File: src/rtl/core/rrb_pkg.sv
// ----------------------------------------------------------------------------
// Retransmit ring buffer package
// Shared widths, operation codes and the status record.
// ----------------------------------------------------------------------------
package rrb_pkg;

    localparam int DEPTH_DEF  = 2048;
    localparam int CNT_W      = 12;
    localparam int BYTE_W     = 8;
    localparam int OFFS_W     = 11;
    localparam int AMT_W      = 12;
    localparam int FUNC_W     = 2;
    localparam int S_TDATA_W  = 32;
    localparam int M_TDATA_W  = 64;

    typedef enum logic [FUNC_W-1:0] {
        FUNC_WRITE     = 2'd0,
        FUNC_READ      = 2'd1,
        FUNC_MARK_SENT = 2'd2,
        FUNC_ACK       = 2'd3
    } func_t;

    typedef struct packed {
        logic [CNT_W-1:0] done_count;
        logic [CNT_W-1:0] held_count;
        logic [CNT_W-1:0] unsent_count;
        logic [CNT_W-1:0] free_count;
        logic             byte_valid;
    } rrb_status_t;

endpackage

File: src/rtl/core/rrb_ctrl.sv
// ----------------------------------------------------------------------------
// Retransmit ring buffer control
// Pointers, held/sent counts, clamps and the registered status record.
// ----------------------------------------------------------------------------
module rrb_ctrl #(
    parameter int DEPTH = rrb_pkg::DEPTH_DEF,
    parameter int AW    = $clog2(DEPTH)
) (
    input  logic                        aclk,
    input  logic                        aresetn,
    input  logic                        op_valid,
    input  rrb_pkg::func_t              func,
    input  logic [rrb_pkg::BYTE_W-1:0]  data_byte,
    input  logic [rrb_pkg::OFFS_W-1:0]  offset,
    input  logic [rrb_pkg::AMT_W-1:0]   amount,
    output logic                        wr_en,
    output logic [AW-1:0]               wr_addr,
    output logic [rrb_pkg::BYTE_W-1:0]  wr_data,
    output logic                        rd_en,
    output logic [AW-1:0]               rd_addr,
    output rrb_pkg::rrb_status_t        status
);
    import rrb_pkg::*;

    localparam int CW    = $clog2(DEPTH + 1);
    localparam int MW    = (CW > AMT_W) ? CW : AMT_W;
    localparam int SW    = MW + 1;
    localparam logic [SW-1:0] DEPTH_S = SW'(DEPTH);
    localparam logic [CW-1:0] DEPTH_C = CW'(DEPTH);
    localparam logic [AW-1:0] LAST_A  = AW'(DEPTH - 1);

    logic [AW-1:0] head_reg, head_next;
    logic [AW-1:0] tail_reg, tail_next;
    logic [CW-1:0] held_reg, held_next;
    logic [CW-1:0] sent_reg, sent_next;
    rrb_status_t   status_reg, status_next;

    logic [SW-1:0] held_ext, sent_ext, unsent_ext, amt_ext;
    logic [SW-1:0] mark_clamp, ack_clamp, done;
    logic [SW-1:0] rd_sum, ack_sum;
    logic          valid;

    always_comb begin
        held_ext   = SW'(held_reg);
        sent_ext   = SW'(sent_reg);
        unsent_ext = SW'(held_reg - sent_reg);
        amt_ext    = SW'(amount);
        mark_clamp = (amt_ext > unsent_ext) ? unsent_ext : amt_ext;
        ack_clamp  = (amt_ext > sent_ext) ? sent_ext : amt_ext;

        // head + offset stays below 2*DEPTH whenever the read is in range
        rd_sum  = SW'(head_reg) + SW'(offset);
        rd_addr = (rd_sum >= DEPTH_S) ? AW'(rd_sum - DEPTH_S) : AW'(rd_sum);
        ack_sum = SW'(head_reg) + ack_clamp;

        head_next = head_reg;
        tail_next = tail_reg;
        held_next = held_reg;
        sent_next = sent_reg;
        done      = '0;
        valid     = 1'b0;
        wr_en     = 1'b0;
        rd_en     = 1'b0;

        unique case (func)
            FUNC_WRITE: begin
                if (held_ext < DEPTH_S) begin
                    wr_en     = op_valid;
                    tail_next = (tail_reg == LAST_A) ? '0 : tail_reg + AW'(1);
                    held_next = held_reg + CW'(1);
                    done      = SW'(1);
                end
            end
            FUNC_READ: begin
                rd_en = op_valid;
                if (SW'(offset) < held_ext) begin
                    valid = 1'b1;
                    done  = SW'(1);
                end
            end
            FUNC_MARK_SENT: begin
                done      = mark_clamp;
                sent_next = sent_reg + CW'(mark_clamp);
            end
            FUNC_ACK: begin
                done      = ack_clamp;
                head_next = (ack_sum >= DEPTH_S) ? AW'(ack_sum - DEPTH_S) : AW'(ack_sum);
                held_next = held_reg - CW'(ack_clamp);
                sent_next = sent_reg - CW'(ack_clamp);
            end
            default: begin
            end
        endcase

        status_next.done_count   = CNT_W'(done);
        status_next.held_count   = CNT_W'(held_next);
        status_next.unsent_count = CNT_W'(held_next - sent_next);
        status_next.free_count   = CNT_W'(DEPTH_C - held_next);
        status_next.byte_valid   = valid;
    end

    assign wr_addr = tail_reg;
    assign wr_data = data_byte;

    always_ff @(posedge aclk) begin
        if (!aresetn) begin
            head_reg <= '0;
            tail_reg <= '0;
            held_reg <= '0;
            sent_reg <= '0;
        end else if (op_valid) begin
            head_reg <= head_next;
            tail_reg <= tail_next;
            held_reg <= held_next;
            sent_reg <= sent_next;
        end
    end

    always_ff @(posedge aclk) begin
        if (op_valid) begin
            status_reg <= status_next;
        end
    end

    assign status = status_reg;

endmodule

File: config.mk
export PLATFORM = sky130hd
export DESIGN_NAME = rrb_ctrl
export DESIGN_NICKNAME = d
export VERILOG_FILES = /design/src/rtl/core/rrb_pkg.sv /design/src/rtl/core/rrb_ctrl.sv
export SDC_FILE = /design/constraint.sdc
export NUM_CORES = 1
export LEC_CHECK = 0
export BUFFER_PORTS_ARGS = -buffer_cell sky130_fd_sc_hd__clkbuf_2
export CAP_MARGIN = 20
export CORE_ASPECT_RATIO = 0.5
export CORE_MARGIN = 4
export CORE_UTILIZATION = 60
export DETAILED_ROUTE_END_ITERATION = 10
export PLACE_DENSITY_LB_ADDON = 0.3
export SYNTH_ARGS = -nofsm -noshare
export SYNTH_HDL_FRONTEND = slang
export SYNTH_SLANG_ARGS = --single-unit
File: constraint.sdc
create_clock -name aclk -period 22.2 [get_ports aclk]
set_clock_uncertainty 0.15 [all_clocks]
set_input_delay 3.33 -clock aclk [delete_from_list [all_inputs] [get_ports aclk]]
set_output_delay 3.33 -clock aclk [all_outputs]
set_load 0.005 [all_outputs]
==> metrics.md, run 1 <==
| Metric | Value |
|---|---|
| Status | `completed` |
| Reg2reg end | `status[23]` |
| Detailed Place HPWL | `19.61 mm` |
| Post-DRT Antenna Nets | `0` |
| Most frequent cells in the layout | `102 x ha_1, 99 x nor2_1, 99 x clkbuf_2` |
| Gr ovfl total | `0` |
| Clock transition at path regs | `about 0.070 ns` |
| Ant diodes | `0` |
| Crit Path Category | `primary input to register` |
| Post-synth top area share | `0.1676` |
| Synth-to-layout area growth | `10.26%` |
| Count of final setup violators | `0` |
| Global placer's final weighted congestion | `0.9661` |
| MaxCap Viol Count | `0` |
| Clk_lat worst skew | `about 0.35 ns` |
| CP max FO | `13` |
| Row cnt | `30` |
| Synth unique cells | `83` |
| DRT Pass-1 Iters | `7` |
| Pwr/cell area | `between 90 and 100 nW/um^2` |
| Post-synth EDFFs | `48` |
| Sequential element share of the synthesized area | `0.2747` |
| Crit. End Element | `register` |
| Ports | `between 100 and 150` |
| Hold_ws | `between 0.3 and 0.4 ns` |
| Total core area | `between 10000 and 15000 um^2` |
| Num CTS Buffers | `9` |
| Crit path launch type | `primary input` |
| Register area | `2362 um^2` |
| Fill cell count | `1161` |
| Layout Nets | `around 1200` |
| Max FFs per register | `48` |
| Non-Filler Instances | `roughly 1300` |
| Die Footprint | `16430 um^2` |
| Layout cells sized above 1 | `0.1344` |
| Final hold viol count | `0` |
| Via count | `7952` |
| Post-cts resize count | `0` |
| Syn_area_per_cell | `around 8.5 um^2` |
| Setup crit end | `status[23]` |
| R2r worst-path depth | `35` |
| # hold bufs at CTS | `0` |
| Hold path cells | `2` |
| CTS tree | `built` |
| Die height | `slightly above 90 um` |
| Area leader, netlist | `edfxtp_1` |
| Async SR Flop Fraction | `0` |
| Gate Count Post-Synth | `1010` |
| Commonest non-fill, non-tap cell in the layout | `ha_1` |
| Placed insts | `1270` |
| Total track usage | `0.3010` |
| CTS Sinks | `94` |
| FMAX | `roughly 100 MHz` |
| Final Core Density | `0.6882` |
| Clock root cell | `clkbuf_16` |
| Initial Util | `0.6242` |
| Maximum VDD drop | `approximately 49 uV` |
| Register bit count reported by yosys | `94` |
| Initial antenna violation count | `0` |
| Reg-to-Reg Start | `held_reg[0]` |
| Slew margin rel. | `0.3968` |
| Hold crit path type | `register to register` |
| Vias in the first global route | `~7200` |
| Drt wl/cell | `19.53 um` |
| Setup Fix Bufs, Post-CTS | `0` |
| Dominant cells by area after synthesis | `edfxtp_1 17%, ha_1 15%, dfxtp_1 11%, nor2_1 4.3%, a21oi_1 4.2%` |
| Ys Warns | `0` |
| Final Cycle Share | `0.4370` |
| Worst Tran Pin Value | `around 0.90 ns` |
| Die Span X | `about 180 um` |
| DRC | `0` |
| Port-buffer cells | `100` |
| Tmin final | `between 9 and 10 ns` |
| Largest net degree at the start of global routing | `between 70 and 80` |
| Reg2reg setup slack | `~13 ns` |
| Mapped Area | `between 8000 and 9000 um^2` |
| Clk buf depth | `2` |
| RSZ-0062 raised after global routing | `no` |
| Max H-tree Level | `3` |
| Arrival @ worst endpoint | `9.65 ns` |
| Final TNS setup | `0 ns` |
| First-pass GRT wire length | `around 39 mm` |
| DRT Wirelength | `25.12 mm` |
| Detail-routed via count per cell | `6.184` |
| Crit path from | `amount[5]` |
| Final Max Slew Viols | `0` |
| Pleak | `approximately 0.0043 uW` |
| Post-synth top flop | `edfxtp_1` |
| Area of the multi-input gates | `5717 um^2` |
| Post-Syn Nets | `~1200` |
| Worst EP required | `22.15 ns` |
| DRT iter0 DRCs | `796` |
-- logic make-up (layout without fill, tap and decap cells) --
logic type,after synthesis,after routing,synth area share
AOI/OAI and AO/OA,282,282,0.2215
xor gates and xnor gates,67,67,0.06999
adders and majority gates,111,111,0.1659
buffers and inverters,125,209,0.06039
DFF,94,94,0.2747
muxes,24,24,0.02925
and+or+nand+nor,307,307,0.1783
-- layer usage --
metal / track usage / wire, um
met5: 0 / 0
met4: 0.04309 / 223
met3: 0.08157 / 3125
met2: 0.4424 / 10270
met1: 0.4506 / 11510
-- Yosys cell counts (22+ instances only) --
cell / count
a21oi_1: 73
nand3_1: 25
nand2_1: 56
ha_1: 102
nor2_1: 99
dfxtp_1: 46
xnor2_1: 41
nand2b_1: 28
xor2_1: 25
inv_1: 84
edfxtp_1: 48
a211oi_1: 25
o21ai_0: 49
clkbuf_1: 22
-- critical path, stage by stage --
cell and delay (ns):
clkbuf_2 0.14, ha_1 0.32, a21oi_1 0.17, o221ai_1 0.16
a31o_2 0.26, a221oi_1 0.40, nor2_1 0.10, buf_4 0.22
o21ai_0 0.59, ha_1 0.31, fa_1 0.22, xnor2_1 0.13
a32oi_1 0.06, o22ai_1 0.56, ha_1 0.38, nor2b_1 0.14
o21ai_0 0.21, a21boi_0 0.15, o21ai_0 0.19, nand2b_1 0.12
maj3_1 0.37, o21a_1 0.20, maj3_1 0.37, maj3_1 0.38
xor2_1 0.15
-- how the worst min path moves through the flow --
stage	startpoint	endpoint	slack, ns
after floorplan	head_reg[7]	head_reg[7]	0.30
after global placement	head_reg[7]	head_reg[7]	0.32
after detailed placement	head_reg[7]	head_reg[7]	0.33
after CTS	head_reg[7]	head_reg[7]	0.34
after global routing	head_reg[7]	head_reg[7]	0.37
final	head_reg[7]	head_reg[7]	0.34
-- layout make-up --
| type | instances | area share |
|---|---|---|
| Clock buffer | 10 | 0.02415 |
| Multi-Input combinational cell | 791 | 0.6030 |
| Sequential cell | 94 | 0.2492 |
| Inverter | 86 | 0.03405 |
| Clock inverter | 6 | 0.005675 |
| Tap cell | 192 | 0.02534 |
| Timing Repair Buffer | 107 | 0.05860 |
-- where the power goes --
part           switching [uW]  total [uW]  leakage (uW)  internal, uW
registers                18.9         242      0.000854           223
logic                     285         492       0.00328           207
clock network            76.0         154      0.000136          78.3
-- per-stage QoR --
step | setup slack (ns) | cell area [um^2] | total power, uW
after floorplan | 12.76 | 8598 | 594.7
after global placement | 12.41 | 9198 | 711.9
after detailed placement | 12.27 | 9198 | 724.3
after CTS | 12.63 | 9480 | 880.1
after global routing | 12.10 | 9480 | 950.9
final | 12.50 | 9480 | 888.1
Power figures use the tool's default switching activity.
==> run 2, diff against run 1 <==
==> constraint.sdc (replaced) <==
create_clock -name aclk -period 10.1 [get_ports aclk]
set_clock_uncertainty 0.15 [all_clocks]
set_input_delay 1.515 -clock aclk [delete_from_list [all_inputs] [get_ports aclk]]
set_output_delay 1.515 -clock aclk [all_outputs]
set_load 0.005 [all_outputs]
==> metrics.md, run 2 (same netlist as run 1, synthesis figures left out) <==
| Metric | Value |
|---|---|
| Status | `completed (unchanged)` |
| Worst EP required | `10.06 ns (was 22.15 ns)` |
| Drt wl/cell | `19.42 um (was 19.53 um)` |
| CTS Sinks | `94 (unchanged)` |
| Detailed Place HPWL | `19.20 mm (was 19.61 mm)` |
| Fill cell count | `1154 (was 1161)` |
| Placed insts | `1269 (was 1270)` |
| Die Span X | `177.3 um (unchanged)` |
| Crit. End Element | `register (unchanged)` |
| # hold bufs at CTS | `0 (unchanged)` |
| Most used cell, CP | `ha_1` |
| Tmin final | `just under 9 ns` |
| Setup crit end | `status[23] (unchanged)` |
| Layout cells sized above 1 | `0.1336 (was 0.1344)` |
| Crit path from | `held_reg[0] (was amount[5])` |
| Clk buf depth | `2 (unchanged)` |
| Hold crit path type | `register to register (unchanged)` |
| DRT iter0 DRCs | `699 (was 796)` |
| Die Footprint | `16430 um^2 (unchanged)` |
| Final hold viol count | `0 (unchanged)` |
| FMAX | `~110 MHz` |
| MaxCap Viol Count | `0 (unchanged)` |
| R2r worst-path depth | `32 (was 35)` |
| Slew margin rel. | `0.4226 (was 0.3968)` |
| First-pass GRT wire length | `39.11 mm (was 38.74 mm)` |
| Via count | `8092 (was 7952)` |
| Reg2reg end | `status[23] (unchanged)` |
| Die height | `92.65 um (unchanged)` |
| Reg2reg setup slack | `1.30 ns (was 13.06 ns)` |
| Total track usage | `0.3025 (was 0.3010)` |
| Clock transition at path regs | `0.07 ns (about the same)` |
| Layout Nets | `1232 (was 1233)` |
| Initial antenna violation count | `0 (unchanged)` |
| Final Max Slew Viols | `0 (unchanged)` |
| Max H-tree Level | `3 (unchanged)` |
| Max FFs per register | `48 (unchanged)` |
| Clk_lat worst skew | `0.35 ns (about the same)` |
| Crit path launch type | `register (was primary input)` |
| RSZ-0062 raised after global routing | `no (unchanged)` |
| Reg-to-Reg Start | `held_reg[0] (unchanged)` |
| Clock root cell | `clkbuf_16 (unchanged)` |
| Vias in the first global route | `7577 (was 7225)` |
| Final TNS setup | `0 ns (unchanged)` |
| Post-cts resize count | `0 (unchanged)` |
| Setup Fix Bufs, Post-CTS | `0 (unchanged)` |
| Synth-to-layout area growth | `10.90% (was 10.26%)` |
| Port-buffer cells | `100 (unchanged)` |
| Arrival @ worst endpoint | `8.76 ns (was 9.65 ns)` |
| Ant diodes | `0 (unchanged)` |
| Worst Tran Pin Value | `0.8661 ns (was 0.9048 ns)` |
| Total core area | `13780 um^2 (unchanged)` |
| Maximum VDD drop | `92.92 uV (was 48.97 uV)` |
| DRT Pass-1 Iters | `7 (unchanged)` |
| Slowest-stage cell, CP | `a21boi_0 (was o21ai_0)` |
| Pleak | `0.004294 uW (was 0.004267 uW)` |
| Slowest stage delay, CP | `0.50 ns (was 0.59 ns)` |
| Pwr/cell area | `212.5 nW/um^2 (was 93.68 nW/um^2)` |
| Most frequent cells in the layout | `102 x ha_1, 99 x nor2_1, 99 x clkbuf_2 (unchanged)` |
| Commonest non-fill, non-tap cell in the layout | `ha_1 (unchanged)` |
| CTS tree | `built (unchanged)` |
| Non-Filler Instances | `1285 (was 1286)` |
| CP max FO | `27 (was 13)` |
| Row cnt | `30 (unchanged)` |
| DRC | `0 (unchanged)` |
| DRT Wirelength | `24.96 mm (was 25.12 mm)` |
| Final Cycle Share | `0.8715` |
| Detail-routed via count per cell | `6.297 (was 6.184)` |
| Ports | `117 (unchanged)` |
| Crit Path Category | `register to register (was primary input to register)` |
| Initial Util | `0.6242 (unchanged)` |
| Num CTS Buffers | `9 (unchanged)` |
| Largest net degree at the start of global routing | `48 (was 76)` |
| Gr ovfl total | `0 (unchanged)` |
| Count of final setup violators | `0 (unchanged)` |
| Post-DRT Antenna Nets | `0 (unchanged)` |
| Global placer's final weighted congestion | `1.005 (was 0.9661)` |
-- run 2: cell count changes in the layout (fill, tap and decap cells not counted), sizes merged --
cell      change
inv           -1
bufinv        +3
clkinvlp      -1
clkinv        -1
buf           -1
-- run 2: worst max-delay path: cells and delay by family (launching register included) --
family	cells	cell delay (ns)
buffers and inverters	2	0.46
flip-flops	1	0.45
adder cells (fa/ha/maj)	8	2.78
multiplexers	1	0.30
XOR/XNOR	3	0.60
AND/OR/NAND/NOR	6	1.13
AO/OA/AOI/OAI	12	2.68
-- run 2: how the worst min path moves through the flow --
stage                start          end  slack, ns  cells after the start
3_5_place_dp   head_reg[0]  head_reg[0]       0.33                      2
3_3_place_gp   head_reg[0]  head_reg[0]       0.32                      2
5_1_grt        head_reg[0]  head_reg[0]       0.37                      2
2_1_floorplan  head_reg[7]  head_reg[7]       0.30                      2
4_1_cts        head_reg[0]  head_reg[0]       0.34                      2
6_report       head_reg[0]  head_reg[0]       0.35                      2
-- run 2: layout make-up --
class	instances	area [um^2]	share of cell area
timing repair buffer	106	548.0	0.05747
clock inverter	6	116.4	0.01220
clock buffer	10	229.0	0.02401
sequential	94	2362	0.2477
inverter	86	322.8	0.03385
multi-input combinational	791	5717	0.5995
tap	192	240.2	0.02519
-- run 2: metal layers --
metal	vias up	GRT usage	share of wire
met1	3775	0.4212	0.44
met4	0	0.06752	0.017
met2	427	0.4676	0.42
li1	3835	-	-
met5	-	0	0
met3	55	0.08768	0.13
-- run 2: where the power goes --
part           leakage [uW]  switching [uW]  internal (uW)  total, uW
clock              0.000168             167            245        412
sequential         0.000854            39.4            490        529
combinational       0.00327             630            455       1090
-- run 2: per-stage QoR --
| step | hold WS, ns | power [uW] | setup WS, ns | utilization | instance area [um^2] |
|---|---|---|---|---|---|
| after floorplan | 0.3030 | 1307 | 2.052 | - | 8598 |
| after global placement | 0.3192 | 1545 | 1.751 | 0.6671 | 9190 |
| after detailed placement | 0.3335 | 1587 | 1.411 | 0.6671 | 9190 |
| after CTS | 0.3433 | 2002 | 1.426 | 0.6922 | 9535 |
| after global routing | 0.3693 | 2168 | 0.7281 | 0.6922 | 9535 |
| final | 0.3469 | 2027 | 1.298 | 0.6922 | 9535 |
